--- src/hdl/cvbf_pkg.sv ---
`default_nettype none
// ----------------------------------------------------------------------------
// Cut vertex and bridge finder package
// Shared constants, codes, state machine types and the command and status
// groups that join the controller and the datapath.
// ----------------------------------------------------------------------------
package cvbf_pkg;

   localparam int unsigned MAX_VERTICES_DEF = 32;
   localparam int unsigned MAX_EDGES_DEF    = 64;

   localparam int unsigned VW           = 6;
   localparam int unsigned VAW          = 7;
   localparam int unsigned OPW          = 2;
   localparam int unsigned KW           = 2;
   localparam int unsigned REQ_DW       = 16;
   localparam int unsigned RSP_DW       = 16;
   localparam int unsigned RSP_PAD      = RSP_DW - VAW - VW - 1;
   localparam int unsigned REQ_PAD      = REQ_DW - 2 * VW;
   localparam int unsigned RESULT_LIMIT = 63;
   localparam int unsigned BR_DEPTH     = 64;
   localparam int unsigned VCOUNT_RESET = 32;

   typedef enum logic [OPW-1:0] {
      OP_ADD   = 2'd0,
      OP_EVAL  = 2'd1,
      OP_CLEAR = 2'd2,
      OP_NONE  = 2'd3
   } op_type;

   typedef enum logic [KW-1:0] {
      KIND_CUT_HDR = 2'd0,
      KIND_CUT     = 2'd1,
      KIND_BR_HDR  = 2'd2,
      KIND_BR      = 2'd3
   } kind_type;

   typedef enum logic [1:0] {
      PH_BASE,
      PH_CUT,
      PH_BR
   } phase_type;

   typedef enum logic [3:0] {
      S_IDLE,
      S_C_INIT,
      S_C_VERT,
      S_C_POP,
      S_C_POPW,
      S_C_EADDR,
      S_C_ECHK,
      S_C_DONE,
      S_CUT_NEXT,
      S_BR_NEXT,
      S_BR_LAT,
      S_E_CH,
      S_E_CV,
      S_E_BH,
      S_E_BRD,
      S_E_BOUT
   } state_type;

   typedef struct packed {
      logic     add_edge;
      logic     clear_graph;
      logic     start;
      logic     cnt_init;
      logic     vert_skip;
      logic     vert_new;
      logic     pop;
      logic     load_u;
      logic     edge_step;
      logic     edge_rd_br;
      logic     set_base;
      logic     set_skip;
      logic     cut_rec;
      logic     br_init;
      logic     lat_pair;
      logic     br_rec;
      logic     cv_inc;
      logic     out_load;
      kind_type em_kind;
   } cmd_type;

   typedef struct packed {
      logic i_gt_nv;
      logic i_visited;
      logic sp_zero;
      logic e_end;
      logic cv_gt_nv;
      logic cut_hit;
      logic be_end;
      logic nbr_zero;
      logic br_last;
      logic out_free;
   } status_type;

endpackage
`default_nettype wire

--- src/hdl/cvbf_ctrl.sv ---
`default_nettype none
// ----------------------------------------------------------------------------
// Cut vertex and bridge finder controller
// Sequences edge loading, the component counting walks for the base graph,
// each removed vertex and each removed edge, and the result emission.
// ----------------------------------------------------------------------------
module cvbf_ctrl
   import cvbf_pkg::*;
(
   input  wire logic           clock,
   input  wire logic           reset,
   input  wire logic           req_tvalid,
   output logic                req_tready,
   input  wire logic [OPW-1:0] req_op,
   input  wire status_type     status,
   output cmd_type             cmd
);

   state_type state_ff, state_in;
   phase_type phase_ff, phase_in;
   op_type    op;

   assign op = op_type'(req_op);

   always_ff @(posedge clock) begin
      if (reset) begin
         state_ff <= S_IDLE;
         phase_ff <= PH_BASE;
      end else begin
         state_ff <= state_in;
         phase_ff <= phase_in;
      end
   end

   always_comb begin
      state_in = state_ff;
      phase_in = phase_ff;
      case (state_ff)
         S_IDLE: begin
            if (req_tvalid && op == OP_EVAL) begin
               state_in = S_C_INIT;
               phase_in = PH_BASE;
            end
         end
         S_C_INIT:  state_in = S_C_VERT;
         S_C_VERT: begin
            if (status.i_gt_nv) begin
               state_in = S_C_DONE;
            end else if (!status.i_visited) begin
               state_in = S_C_POP;
            end
         end
         S_C_POP: begin
            if (status.sp_zero) begin
               state_in = S_C_VERT;
            end else begin
               state_in = S_C_POPW;
            end
         end
         S_C_POPW:  state_in = S_C_EADDR;
         S_C_EADDR: begin
            if (status.e_end) begin
               state_in = S_C_POP;
            end else begin
               state_in = S_C_ECHK;
            end
         end
         S_C_ECHK:  state_in = S_C_EADDR;
         S_C_DONE: begin
            case (phase_ff)
               PH_BASE: begin
                  state_in = S_CUT_NEXT;
                  phase_in = PH_CUT;
               end
               PH_CUT:  state_in = S_CUT_NEXT;
               PH_BR:   state_in = S_BR_NEXT;
               default: state_in = S_IDLE;
            endcase
         end
         S_CUT_NEXT: begin
            if (status.cv_gt_nv) begin
               state_in = S_BR_NEXT;
               phase_in = PH_BR;
            end else begin
               state_in = S_C_INIT;
            end
         end
         S_BR_NEXT: begin
            if (status.be_end) begin
               state_in = S_E_CH;
            end else begin
               state_in = S_BR_LAT;
            end
         end
         S_BR_LAT:  state_in = S_C_INIT;
         S_E_CH: begin
            if (status.out_free) begin
               state_in = S_E_CV;
            end
         end
         S_E_CV: begin
            if (status.cv_gt_nv) begin
               state_in = S_E_BH;
            end
         end
         S_E_BH: begin
            if (status.out_free) begin
               state_in = status.nbr_zero ? S_IDLE : S_E_BRD;
            end
         end
         S_E_BRD:   state_in = S_E_BOUT;
         S_E_BOUT: begin
            if (status.out_free) begin
               state_in = status.br_last ? S_IDLE : S_E_BRD;
            end
         end
         default:   state_in = S_IDLE;
      endcase
   end

   always_comb begin
      cmd        = '0;
      req_tready = 1'b0;
      case (state_ff)
         S_IDLE: begin
            req_tready = 1'b1;
            if (req_tvalid) begin
               case (op)
                  OP_ADD:   cmd.add_edge    = 1'b1;
                  OP_CLEAR: cmd.clear_graph = 1'b1;
                  OP_EVAL:  cmd.start       = 1'b1;
                  default:  cmd.start       = 1'b0;
               endcase
            end
         end
         S_C_INIT:  cmd.cnt_init = 1'b1;
         S_C_VERT: begin
            if (!status.i_gt_nv) begin
               if (status.i_visited) begin
                  cmd.vert_skip = 1'b1;
               end else begin
                  cmd.vert_new = 1'b1;
               end
            end
         end
         S_C_POP: begin
            if (status.sp_zero) begin
               cmd.vert_skip = 1'b1;
            end else begin
               cmd.pop = 1'b1;
            end
         end
         S_C_POPW:  cmd.load_u = 1'b1;
         S_C_ECHK:  cmd.edge_step = 1'b1;
         S_C_DONE: begin
            case (phase_ff)
               PH_BASE: cmd.set_base = 1'b1;
               PH_CUT:  cmd.cut_rec  = 1'b1;
               PH_BR:   cmd.br_rec   = 1'b1;
               default: cmd.set_base = 1'b0;
            endcase
         end
         S_CUT_NEXT: begin
            if (status.cv_gt_nv) begin
               cmd.br_init = 1'b1;
            end else begin
               cmd.set_skip = 1'b1;
            end
         end
         S_BR_NEXT: cmd.edge_rd_br = 1'b1;
         S_BR_LAT:  cmd.lat_pair = 1'b1;
         S_E_CH: begin
            cmd.em_kind  = KIND_CUT_HDR;
            cmd.out_load = status.out_free;
         end
         S_E_CV: begin
            cmd.em_kind = KIND_CUT;
            if (!status.cv_gt_nv) begin
               if (!status.cut_hit) begin
                  cmd.cv_inc = 1'b1;
               end else begin
                  cmd.out_load = status.out_free;
               end
            end
         end
         S_E_BH: begin
            cmd.em_kind  = KIND_BR_HDR;
            cmd.out_load = status.out_free;
         end
         S_E_BOUT: begin
            cmd.em_kind  = KIND_BR;
            cmd.out_load = status.out_free;
         end
         default: cmd = '0;
      endcase
   end

`ifndef ASSERT_OFF
   a_ready_only_idle: assert property (@(posedge clock) disable iff (reset)
      req_tready |-> state_ff == S_IDLE)
      else $error("input taken outside idle");

   a_load_needs_room: assert property (@(posedge clock) disable iff (reset)
      cmd.out_load |-> status.out_free)
      else $error("result loaded into a full output register");

   a_eval_starts_count: assert property (@(posedge clock) disable iff (reset)
      cmd.start |=> state_ff == S_C_INIT && phase_ff == PH_BASE)
      else $error("evaluate did not start the base count");
`endif

endmodule
`default_nettype wire

--- src/hdl/cvbf_datapath.sv ---
`default_nettype none
// ----------------------------------------------------------------------------
// Cut vertex and bridge finder datapath
// Edge store, walk stack, visited map, counters, cut and bridge lists and
// the result register.
// ----------------------------------------------------------------------------
module cvbf_datapath
   import cvbf_pkg::*;
#(
   parameter int unsigned MAX_VERTICES = MAX_VERTICES_DEF,
   parameter int unsigned MAX_EDGES    = MAX_EDGES_DEF
)
(
   input  wire logic              clock,
   input  wire logic              reset,
   input  wire logic [REQ_DW-1:0] req_tdata,
   input  wire logic              csr_valid,
   output logic                   csr_ready,
   input  wire logic [VW-1:0]     csr_data,
   output logic                   rsp_tvalid,
   input  wire logic              rsp_tready,
   output logic [RSP_DW-1:0]      rsp_tdata,
   output logic [KW-1:0]          rsp_tuser,
   output logic                   rsp_tlast,
   input  wire cmd_type           cmd,
   output status_type             status
);

   localparam int unsigned VIW = $clog2(MAX_VERTICES);
   localparam int unsigned SPW = $clog2(MAX_VERTICES + 1);
   localparam int unsigned EAW = (MAX_EDGES > 1) ? $clog2(MAX_EDGES) : 1;
   localparam int unsigned ECW = $clog2(MAX_EDGES + 1);

   function automatic logic [VIW-1:0] vidx(input logic [VW-1:0] v);
      logic [VW-1:0] d;
      d = v - VW'(1);
      return d[VIW-1:0];
   endfunction

   logic [VW-1:0]     vcount_ff;
   logic [VW-1:0]     nv;
   logic [2*VW-1:0]   edge_mem [MAX_EDGES];
   logic [2*VW-1:0]   edge_rd_ff;
   logic [ECW-1:0]    edge_count_ff;
   logic              dropped_ff;
   logic [VW-1:0]     stack_mem [MAX_VERTICES];
   logic [VW-1:0]     stack_rd_ff;
   logic [SPW-1:0]    sp_ff;
   logic [SPW-1:0]    sp_dec;
   logic [MAX_VERTICES-1:0] visited_ff;
   logic [MAX_VERTICES-1:0] cut_ff;
   logic [2*VW-1:0]   br_mem [BR_DEPTH];
   logic [2*VW-1:0]   br_rd_ff;
   logic [VW-1:0]     comp_ff, base_ff, i_ff, u_ff, skip_ff, rs_ff, rt_ff;
   logic [VW-1:0]     cv_ff, ncut_ff, nbr_ff, j_ff, room;
   logic [ECW-1:0]    e_ff, be_ff;
   logic [EAW-1:0]    edge_rd_addr;
   logic [VW-1:0]     in_a, in_b, x, y, w, push_data;
   logic              add_ok, nb_ok, push_en, raised;
   logic              rsp_tvalid_ff, drop_out_ff, last_ff;
   logic [KW-1:0]     kind_ff;
   logic [VAW-1:0]    va_ff;
   logic [VW-1:0]     vb_ff;

   assign nv = (vcount_ff > VW'(MAX_VERTICES)) ? VW'(MAX_VERTICES) : vcount_ff;
   assign in_a = req_tdata[VW-1:0];
   assign in_b = req_tdata[2*VW-1:VW];
   assign add_ok = cmd.add_edge && in_a != '0 && in_b != '0 && in_a <= nv && in_b <= nv
                   && edge_count_ff < ECW'(MAX_EDGES);

   assign x = edge_rd_ff[VW-1:0];
   assign y = edge_rd_ff[2*VW-1:VW];
   assign w = (x == u_ff) ? y : x;
   assign nb_ok = x <= nv && y <= nv
                  && !((x == rs_ff && y == rt_ff) || (x == rt_ff && y == rs_ff))
                  && (x == u_ff || y == u_ff) && w != '0 && !visited_ff[vidx(w)];
   assign push_en   = cmd.vert_new || (cmd.edge_step && nb_ok);
   assign push_data = cmd.vert_new ? i_ff : w;
   assign sp_dec    = sp_ff - SPW'(1);
   assign raised    = comp_ff > base_ff;
   assign room      = VW'(RESULT_LIMIT - 2) - ncut_ff;
   assign edge_rd_addr = cmd.edge_rd_br ? be_ff[EAW-1:0] : e_ff[EAW-1:0];

   always_ff @(posedge clock) begin
      if (add_ok) begin
         edge_mem[edge_count_ff[EAW-1:0]] <= {in_b, in_a};
      end
      edge_rd_ff <= edge_mem[edge_rd_addr];
      if (push_en) begin
         stack_mem[sp_ff[VIW-1:0]] <= push_data;
      end
      stack_rd_ff <= stack_mem[sp_dec[VIW-1:0]];
      if (cmd.br_rec && raised) begin
         br_mem[nbr_ff] <= {rt_ff, rs_ff};
      end
      br_rd_ff <= br_mem[j_ff];
   end

   always_ff @(posedge clock) begin
      if (reset) begin
         vcount_ff     <= VW'(VCOUNT_RESET);
         edge_count_ff <= '0;
         dropped_ff    <= 1'b0;
      end else begin
         if (csr_valid) begin
            vcount_ff <= csr_data;
         end
         if (cmd.clear_graph) begin
            edge_count_ff <= '0;
            dropped_ff    <= 1'b0;
         end else if (add_ok) begin
            edge_count_ff <= edge_count_ff + ECW'(1);
         end else if (cmd.add_edge) begin
            dropped_ff <= 1'b1;
         end
      end
   end

   always_ff @(posedge clock) begin
      if (cmd.start) begin
         skip_ff <= '0;
         rs_ff   <= '0;
         rt_ff   <= '0;
      end
      if (cmd.cnt_init) begin
         visited_ff <= (skip_ff != '0) ? (MAX_VERTICES'(1) << vidx(skip_ff)) : '0;
         comp_ff <= '0;
         i_ff    <= VW'(1);
         sp_ff   <= '0;
      end
      if (cmd.vert_skip) begin
         i_ff <= i_ff + VW'(1);
      end
      if (cmd.vert_new) begin
         comp_ff <= comp_ff + VW'(1);
         visited_ff[vidx(i_ff)] <= 1'b1;
         sp_ff <= sp_ff + SPW'(1);
      end
      if (cmd.pop) begin
         sp_ff <= sp_dec;
      end
      if (cmd.load_u) begin
         u_ff <= stack_rd_ff;
         e_ff <= '0;
      end
      if (cmd.edge_step) begin
         e_ff <= e_ff + ECW'(1);
         if (nb_ok) begin
            visited_ff[vidx(w)] <= 1'b1;
            sp_ff <= sp_ff + SPW'(1);
         end
      end
      if (cmd.set_base) begin
         base_ff <= comp_ff;
         cv_ff   <= VW'(1);
         ncut_ff <= '0;
         cut_ff  <= '0;
      end
      if (cmd.set_skip) begin
         skip_ff <= cv_ff;
      end
      if (cmd.cut_rec) begin
         cv_ff <= cv_ff + VW'(1);
         if (raised) begin
            cut_ff[vidx(cv_ff)] <= 1'b1;
            ncut_ff <= ncut_ff + VW'(1);
         end
      end
      if (cmd.br_init) begin
         be_ff   <= '0;
         nbr_ff  <= '0;
         skip_ff <= '0;
      end
      if (cmd.lat_pair) begin
         rs_ff <= x;
         rt_ff <= y;
      end
      if (cmd.br_rec) begin
         be_ff <= be_ff + ECW'(1);
         if (raised) begin
            nbr_ff <= nbr_ff + VW'(1);
         end
      end
      if (cmd.cv_inc) begin
         cv_ff <= cv_ff + VW'(1);
      end
      if (cmd.out_load) begin
         kind_ff     <= cmd.em_kind;
         drop_out_ff <= dropped_ff;
         vb_ff       <= '0;
         last_ff     <= 1'b0;
         case (cmd.em_kind)
            KIND_CUT_HDR: begin
               va_ff <= VAW'(ncut_ff);
               cv_ff <= VW'(1);
            end
            KIND_CUT: begin
               va_ff <= VAW'(cv_ff);
               cv_ff <= cv_ff + VW'(1);
            end
            KIND_BR_HDR: begin
               va_ff   <= VAW'(nbr_ff);
               last_ff <= nbr_ff == '0;
               j_ff    <= '0;
            end
            KIND_BR: begin
               va_ff   <= VAW'(br_rd_ff[VW-1:0]);
               vb_ff   <= br_rd_ff[2*VW-1:VW];
               last_ff <= status.br_last;
               j_ff    <= j_ff + VW'(1);
            end
            default: va_ff <= '0;
         endcase
      end
   end

   always_ff @(posedge clock) begin
      if (reset) begin
         rsp_tvalid_ff <= 1'b0;
      end else if (cmd.out_load) begin
         rsp_tvalid_ff <= 1'b1;
      end else if (rsp_tready) begin
         rsp_tvalid_ff <= 1'b0;
      end
   end

   always_comb begin
      status.i_gt_nv   = i_ff > nv;
      status.i_visited = visited_ff[vidx(i_ff)];
      status.sp_zero   = sp_ff == '0;
      status.e_end     = e_ff == edge_count_ff;
      status.cv_gt_nv  = cv_ff > nv;
      status.cut_hit   = cut_ff[vidx(cv_ff)];
      status.be_end    = be_ff == edge_count_ff || nbr_ff == room;
      status.nbr_zero  = nbr_ff == '0;
      status.br_last   = VW'(j_ff + VW'(1)) == nbr_ff;
      status.out_free  = !rsp_tvalid_ff || rsp_tready;
   end

   assign csr_ready  = 1'b1;
   assign rsp_tvalid = rsp_tvalid_ff;
   assign rsp_tuser  = kind_ff;
   assign rsp_tlast  = last_ff;
   assign rsp_tdata  = {{RSP_PAD{1'b0}}, drop_out_ff, vb_ff, va_ff};

`ifndef ASSERT_OFF
   a_stack_bound: assert property (@(posedge clock) disable iff (reset)
      push_en |-> sp_ff < SPW'(MAX_VERTICES))
      else $error("walk stack overflow");

   a_edge_bound: assert property (@(posedge clock) disable iff (reset)
      edge_count_ff <= ECW'(MAX_EDGES))
      else $error("edge count beyond store");

   a_bridge_in_list: assert property (@(posedge clock) disable iff (reset)
      cmd.out_load && cmd.em_kind == KIND_BR |-> j_ff < nbr_ff)
      else $error("bridge read past list end");
`endif

endmodule
`default_nettype wire

--- src/hdl/cut_vertex_and_bridge_finder_top.sv ---
`default_nettype none
// An add edge or clear request is taken while idle, and an add can follow every cycle.
// Evaluate runs up to (1 + nv + E) component counts, E stored edges, nv active vertices;
// each count is bound by the edge store read port, scanned once per popped vertex.
// Emission waits while the sink stalls; no new transaction is taken until emission
// ends.
// Synchronous active-high reset clears the graph, the flag and sets vertex count 32.
// ----------------------------------------------------------------------------
// Cut vertex and bridge finder top level
// Loads an undirected graph and reports cut vertices and bridges by removal.
// ----------------------------------------------------------------------------
module cut_vertex_and_bridge_finder_top
   import cvbf_pkg::*;
#(
   parameter int unsigned MAX_VERTICES = MAX_VERTICES_DEF,
   parameter int unsigned MAX_EDGES    = MAX_EDGES_DEF
)
(
   input  wire logic              clock,
   input  wire logic              reset,
   input  wire logic              req_tvalid,
   output logic                   req_tready,
   // end_a [5:0], end_b [11:6], zero [15:12]
   input  wire logic [REQ_DW-1:0] req_tdata,
   // operation [1:0]
   input  wire logic [OPW-1:0]    req_tuser,
   input  wire logic              csr_valid,
   output logic                   csr_ready,
   input  wire logic [VW-1:0]     csr_data,
   output logic                   rsp_tvalid,
   input  wire logic              rsp_tready,
   // value_a [6:0], value_b [12:7], edges_dropped [13], zero [15:14]
   output logic [RSP_DW-1:0]      rsp_tdata,
   // kind [1:0]
   output logic [KW-1:0]          rsp_tuser,
   output logic                   rsp_tlast
);

   cmd_type    cmd;
   status_type status;

   cvbf_ctrl u_ctrl (
      .clock      (clock),
      .reset      (reset),
      .req_tvalid (req_tvalid),
      .req_tready (req_tready),
      .req_op     (req_tuser),
      .status     (status),
      .cmd        (cmd)
   );

   cvbf_datapath #(
      .MAX_VERTICES (MAX_VERTICES),
      .MAX_EDGES    (MAX_EDGES)
   ) u_datapath (
      .clock      (clock),
      .reset      (reset),
      .req_tdata  (req_tdata),
      .csr_valid  (csr_valid),
      .csr_ready  (csr_ready),
      .csr_data   (csr_data),
      .rsp_tvalid (rsp_tvalid),
      .rsp_tready (rsp_tready),
      .rsp_tdata  (rsp_tdata),
      .rsp_tuser  (rsp_tuser),
      .rsp_tlast  (rsp_tlast),
      .cmd        (cmd),
      .status     (status)
   );

endmodule
`default_nettype wire
--- config.mk ---
export PLATFORM = sky130hd
export DESIGN_NAME = cut_vertex_and_bridge_finder_top
export DESIGN_NICKNAME = d
export VERILOG_FILES = /design/src/hdl/cvbf_pkg.sv /design/src/hdl/cvbf_ctrl.sv /design/src/hdl/cvbf_datapath.sv /design/src/hdl/cut_vertex_and_bridge_finder_top.sv
export SDC_FILE = /design/constraint.sdc
export NUM_CORES = 2
export LEC_CHECK = 0
export BUFFER_PORTS_ARGS = -buffer_cell sky130_fd_sc_hd__buf_2
export CORE_MARGIN = 2
export CORE_UTILIZATION = 50
export DETAILED_ROUTE_END_ITERATION = 6
export PLACE_DENSITY = 0.65
export SKIP_CTS_REPAIR_TIMING = 1
export SLEW_MARGIN = 20
export SYNTH_ARGS = -nofsm -noshare
export SYNTH_HDL_FRONTEND = slang
export SYNTH_HIERARCHICAL = 1
export SYNTH_SLANG_ARGS = --single-unit
--- constraint.sdc ---
create_clock -name clock -period 14.1 [get_ports clock]
set_input_delay 1.41 -clock clock [delete_from_list [all_inputs] [get_ports clock]]
set_output_delay 1.41 -clock clock [all_outputs]
set_load 0.02 [all_outputs]
=== After elaboration in Yosys (flattened, before gate mapping) ===
Memory sizes are Yosys's and may differ from the RTL's. A register that Yosys moved wholly into a read port is not among the register bits.
Cells that the tools add are included.

* Register bits: 188
* Latch bits: 0
* RAM bits: 1728
* Bits in read-only memories: 0
* Input bits: 29
* Output and inout bits: 22
* Logic and storage cells: 274
* Memories: 3

* Add/subtract/negate cells: 16
* $mul: 0
* Divide/modulo/power cells: 0
* Magnitude comparators: 15
* Equality and inequality tests: 40
* Shifts and indexed selects: 1
* Muxes and demuxes: 116
* Bitwise gates (word level): 4
* Reductions and logical operators: 52

{| class="wikitable"
|+ Memories
! memory !! words !! bits a word !! rd ports !! clocked after Yosys merged registers in !! write ports !! RTL line !! text
|-
| u_datapath.br_mem || 64 || 12 || 1 || 1 || 1 || cvbf_datapath.sv:52 || <nowiki>logic [2*VW-1:0] br_mem [BR_DEPTH];</nowiki>
|-
| u_datapath.edge_mem || 64 || 12 || 1 || 1 || 1 || cvbf_datapath.sv:42 || <nowiki>logic [2*VW-1:0] edge_mem [MAX_EDGES];</nowiki>
|-
| u_datapath.stack_mem || 32 || 6 || 1 || 1 || 1 || cvbf_datapath.sv:46 || <nowiki>logic [VW-1:0] stack_mem [MAX_VERTICES];</nowiki>
|}

{| class="wikitable"
|+ Operator list
! cell !! count
|-
| 2-to-1 mux 32 bit || 8
|-
| 2-to-1 mux 6 bit || 27
|-
| bitwise OR 32 bit || 3
|-
| case mux 4 bit (15 select lines) || 1
|-
| equality test 6 bit || 8
|-
| 2-to-1 mux 1 bit || 43
|-
| adder 6 x 1 -> 6 bit, second input constant || 7
|-
| 2-to-1 mux 4 bit || 10
|-
| equality test 4 bit, second input constant || 8
|-
| << shifter 1 x 5 -> 32 bit, first input constant || 1
|-
| 2-to-1 mux 7 bit || 4
|-
| case mux 7 bit (4 select lines) || 1
|-
| <= comparator 6 bit || 4
|-
| case mux 6 bit (2 select lines) || 2
|-
| nonzero test 6 bit || 4
|-
| adder 7 x 1 -> 7 bit, second input constant || 3
|-
| subtractor 5 x 1 -> 5 bit, second input constant || 4
|-
| > comparator 6 bit || 3
|-
| logical AND 1 bit || 18
|-
| less-than comparator 5 x 6 -> 1 bit, second input constant || 3
|-
| equality test 4 x 3 -> 1 bit, second input constant || 4
|-
| nonzero test 2 bit || 8
|-
| binary-select mux 1 bit (select 5 bit) || 3
|-
| demux 1 bit (select 5 bit) || 3
|-
| other kinds (30) || 64
|}

=== Longest topological paths before layout ===
* Word-level depth: 12
* Mapped depth: 21
* Depth with buffers taken out: 20

=== Hierarchy ===
Netlist, hierarchy kept.

{| class="wikitable"
|+ Modules (own cells, without submodules)
! module !! instances !! cells an instance !! area an instance (µm²) !! seq. area each (µm²)
|-
| cvbf_datapath || 1 || 4490 || 79053.3 || 56834.5
|-
| cvbf_ctrl || 1 || 104 || 703.2 || 120.1
|}

=== Least setup slack after synthesis ===
OpenSTA, ideal clock, no wires.

* Path kind: register to register
* Start point: register u_datapath.cv_ff[0]
* End point: register u_datapath.cv_ff[2]
* Library setup time: 0.075 ns
* Arrival time: 5.439 ns
* Data required time: 14.025 ns
* Path slack: 8.586 ns
* Cell stages (with the launch flop): 18
* Path buffers: 3
* Period minus slack after synthesis: 5.514 ns
* Cells stage by stage: dfxtp_1 clkbuf_1 clkbuf_1 inv_1 ha_1 buf_1 mux4_2 mux4_2 o21ai_0 a21oi_1 nor3_1 inv_1 nor2_1 nor3_1 a21oi_1 nor2b_1 o21ai_0 o21ai_0

{| class="wikitable"
|+ RTL lines
! item !! RTL line !! text
|-
| start, declared || cvbf_datapath.sv:55 || <nowiki>logic [VW-1:0] cv_ff, ncut_ff, nbr_ff, j_ff, room;</nowiki>
|-
| start signal, assigned || cvbf_datapath.sv:163 || <nowiki>cv_ff <= cv_ff + VW'(1);</nowiki>
|-
| start signal, assigned || cvbf_datapath.sv:185 || <nowiki>cv_ff <= cv_ff + VW'(1);</nowiki>
|-
| start signal, assigned || cvbf_datapath.sv:199 || <nowiki>cv_ff <= cv_ff + VW'(1);</nowiki>
|}

=== Final worst setup path ===
* Start point: register u_datapath.edge_rd_ff[3] (read register of u_datapath.edge_mem)
* End point: memory u_datapath.stack_mem[15][0], enable pin

* Word-level cells in the longest chain between the ends: 12
* Elaborated cells on any way between the ends: 24
* Classes of those cells: add/sub (1); order compare (1); eq/ne (3); mux (5); reduce/logical (14)

{| class="wikitable"
|+ Ends and longest elaborated chain
! item !! RTL line !! text
|-
| start, declared || cvbf_datapath.sv:43 || <nowiki>logic [2*VW-1:0] edge_rd_ff;</nowiki>
|-
| branches (longest 7 deep; another with subtractor 5 x 1 -> 5 bit) || -- ||
|-
| logical AND 1 bit (*) || cvbf_datapath.sv:76 || <nowiki>&& (x == u_ff || y == u_ff) && w != '0 && !visited_ff[vidx(w)];</nowiki>
|-
| logical AND 1 bit (*) || cvbf_datapath.sv:77 || <nowiki>assign push_en = cmd.vert_new || (cmd.edge_step && nb_ok);</nowiki>
|-
| logical OR 1 bit (*) || cvbf_datapath.sv:77 ||
|-
| 2-to-1 mux 1 bit (*) || cvbf_datapath.sv:89 || <nowiki>if (push_en) begin</nowiki>
|-
| 2-to-1 mux 1 bit (not written as such) (*) || cvbf_datapath.sv:90 || <nowiki>stack_mem[sp_ff[VIW-1:0]] <= push_data;</nowiki>
|-
| end, declared || cvbf_datapath.sv:46 ||
|}

Every way passes the cells marked *. The select of a mux whose other input is x is not followed.

==> summary.md <==
| Metric | Value |
|---|---|
| Via count | 42000 |
| CTS Buf Count | 193 |
| Startpoint Class | register |
| RePlAce Congestion | 0.856 |
| Cells after Synth | 4594 |
| HP Class | register to register |
| Post-DP HPWL | 108000 um |
| Skew final | 75.1 ps |
| DR iter-0 viols | 4128 |
| # rows | 146 |
| DP Worst Slack | 7560 ps |
| Core ar. | 158000 um2 |
| CP Class | register to register |
| Hold slack | 381 ps |
| H-tree levels | 4 |
| Crit path buf inv count | 3 |
| Synth Register Bits | 1945 |
| Routed WL | 184000 um |
| Status | complete, but fails checks |
| Crit share post-route | 40.4% |
| Global-route wire length before repair | 276000 um |
| RSZ-0062 raised after global routing | false |
| Most frequent cell after synthesis | edfxtp_1 |
| Final worst slack | 8400 ps |
| Synth unique cells | 85 |
| Worst Path Required | 14520 ps |
| Met1 Use GR | 32.2% |
| Vias/cell | 6.07 |
| Worst relative slew slack | 25.6% |
| Leakage | 0.0275 uW |
| Met2 Use GR | 37.0% |
| Total gr overflow | 0 |
| Boundary Pins | 51 |
| Period minus WS final | 5700 ps |
| Area contributors post-synth | edfxtp_1 (68%), mux4_2 (11%), dfxtp_1 (3.6%) |
| Die Y-Extent | 403 um |
| Drt drc | 3 |
| Endpoints failing setup | 0 |
| Wire length per cell | 26.6 um |
| Initial DRT Pass Iterations | 7 |
| IR drop worst, VDD | 0.126 mV |
| Power Density | 134 nW/um2 |
| CTS tree | done |
| Crit path arrival time | 6120 ps |
| ANT nets after route | 0 |
| Async SR Flop Fraction | 0% |
| Die width | 403 um |
| Die area | 163000 um2 |
| Endpoint class of the critical path | register |
| Post-Synthesis Cell Area | 79800 um2 |
| Clk root buf | clkbuf_16 |
| TNS Setup | 0 ps |
| Fmax | 175 MHz |
| Clock Tree Buf Depth | 3 |
| Vias in the first global route | 42100 |
| Max capacitance violation total | 0 |
| Clock Latency Late Sink | 840 ps |
| Average size of a mapped cell | 17.4 um2 |
| Clock Pin Slew Worst Setup and Hold Paths | 60 ps |
| Final net count | 4780 |
| Critical path, cell by cell | xnor2_4, nand4_4, nor2_2, mux2_2, inv_1, ha_1, inv_1, a21oi_1, xnor2_1, a211oi_1, nor3_1, a31oi_2, buf_4, nor3_1 |
| Synth warn | 6 |
| Clk sink count | 1945 |
| Total GRT Usage | 22.8% |
| Max stage delay on crit path | 790 ps |
| Top cells by count, synth | edfxtp_1 (1800), mux4_2 (392), nand2_1 (279), nor2_1 (258), clkbuf_1 (187) |
| Hold Vio Cnt, Final | 0 |
| Area leader, netlist | edfxtp_1 |
| CP delay by family, top | simple AND/OR/NAND/NOR gates |
| CP Max Fanout | 33 |
| Layout cells sized above 1 | 21.3% |
| Register area share after synthesis | 71.4% |
| Synth Flop Type | edfxtp_1 |
| Final Max Tran Viols | 0 |
| Largest net degree at the start of global routing | 105 |
| Initial Utilization | 50.4% |
| Fillers | 12100 |
| Antenna violations before repair | 4 |
| # port buffers | 42 |
| Failing checks | DRC |
| Area delta synth->final | 11.6% |
| Busiest grt layer | met2 |
| Worst Tran Pin Value | 1110 ps |
| Post-synth EDFFs | 1800 |
| Met3 usage | 3.18% |
| Yosys top cell area share | 67.8% |
| Worst path slowest cell | nor3_1 |
-- cell usage in the layout, fill, tap and decap left out, types with 26 or more instances in the layout --
cell / count
edfxtp_1: 1800
mux4_2: 392
nand2_1: 278
clkbuf_16: 193
nor2_1: 185
a21oi_1: 159
mux2i_1: 155
dfxtp_1: 144
buf_4: 128
o21ai_0: 91
o22ai_1: 85
and2_1: 79
inv_1: 77
nor2_2: 74
ha_1: 68
a211oi_1: 66
mux2_2: 64
o221ai_1: 63
xor2_1: 55
clkinv_1: 51
xnor2_1: 49
nand3_1: 46
buf_2: 42
clkbuf_1: 40
a31oi_1: 35
clkinv_2: 34
a311oi_1: 28
a31o_1: 26
-- final timing paths --
path	slack, ps	from	endpoint	depth (start not counted)
max	8400	u_datapath/edge_rd_ff[3]$_DFF_P_	u_datapath/stack_mem[15][0]$_DFFE_PP_	14
min	380	u_datapath/stack_rd_ff[3]$_DFF_P_	u_datapath/u_ff[3]$_DFFE_PP_	0
max reg2reg	8400	u_datapath/edge_rd_ff[3]$_DFF_P_	u_datapath/stack_mem[15][0]$_DFFE_PP_	14
min reg2reg	380	u_datapath/stack_rd_ff[3]$_DFF_P_	u_datapath/u_ff[3]$_DFFE_PP_	0
-- power breakdown --
| part | total [uW] | internal, uW | switching (uW) |
|---|---|---|---|
| clock | 5000 | 2820 | 2180 |
| sequential | 6330 | 6310 | 25.3 |
| combinational | 575 | 237 | 338 |
-- metrics by stage --
step,util (%),power (uW),instance area (um2),std cells
after floorplan,-,6830,79800,4596
final,56.2,11900,89000,6919
after global routing,56.2,12300,89000,6919
after global placement,52.1,7030,82500,6558
after CTS,56.1,12000,88800,6916
after detailed placement,52.2,7040,82600,6558
-- sequential cells by signal (all words and copies together) (netlist names), 7 cells and up --
name and flops:
u_datapath/visited_ff 32, u_datapath/edge_rd_ff 12, u_datapath/stack_mem 192, u_datapath/e_ff 7, u_datapath/cut_ff 32, u_datapath/edge_count_ff 7, u_datapath/br_rd_ff 12, u_datapath/br_mem 768
u_datapath/edge_mem 768, u_datapath/be_ff 7
-- logic make-up after synthesis --
family	Yosys count	share of synthesized area, %
compound gates	634	5.27
xor+xnor	110	1.30
fa+ha+maj	69	1.08
buf+inv	363	1.86
flops	1945	71.4
mux	619	14.0
other cells	2	0.00942
simple gates	852	5.06
-- layout make-up --
cell class                 count  area [um2]  area share, %
clock buffer                 238        5050           5.67
multi-input combinational   2288       21600           24.3
timing repair buffer         174        1250           1.40
sequential                  1945       57000           64.0
antenna                        2        5.00        0.00563
clock inverter               120        1170           1.32
tap                         2072        2590           2.91
inverter                      80         303          0.340
-- routing by layer --
layer	part of all wire (%)	up-vias
li1	-	18500
met1	42	21800
met2	49	1433
met3	5.8	294
met4	2.9	4
met5	0.011	-
Note: power is estimated with default switching activity, not from simulation.
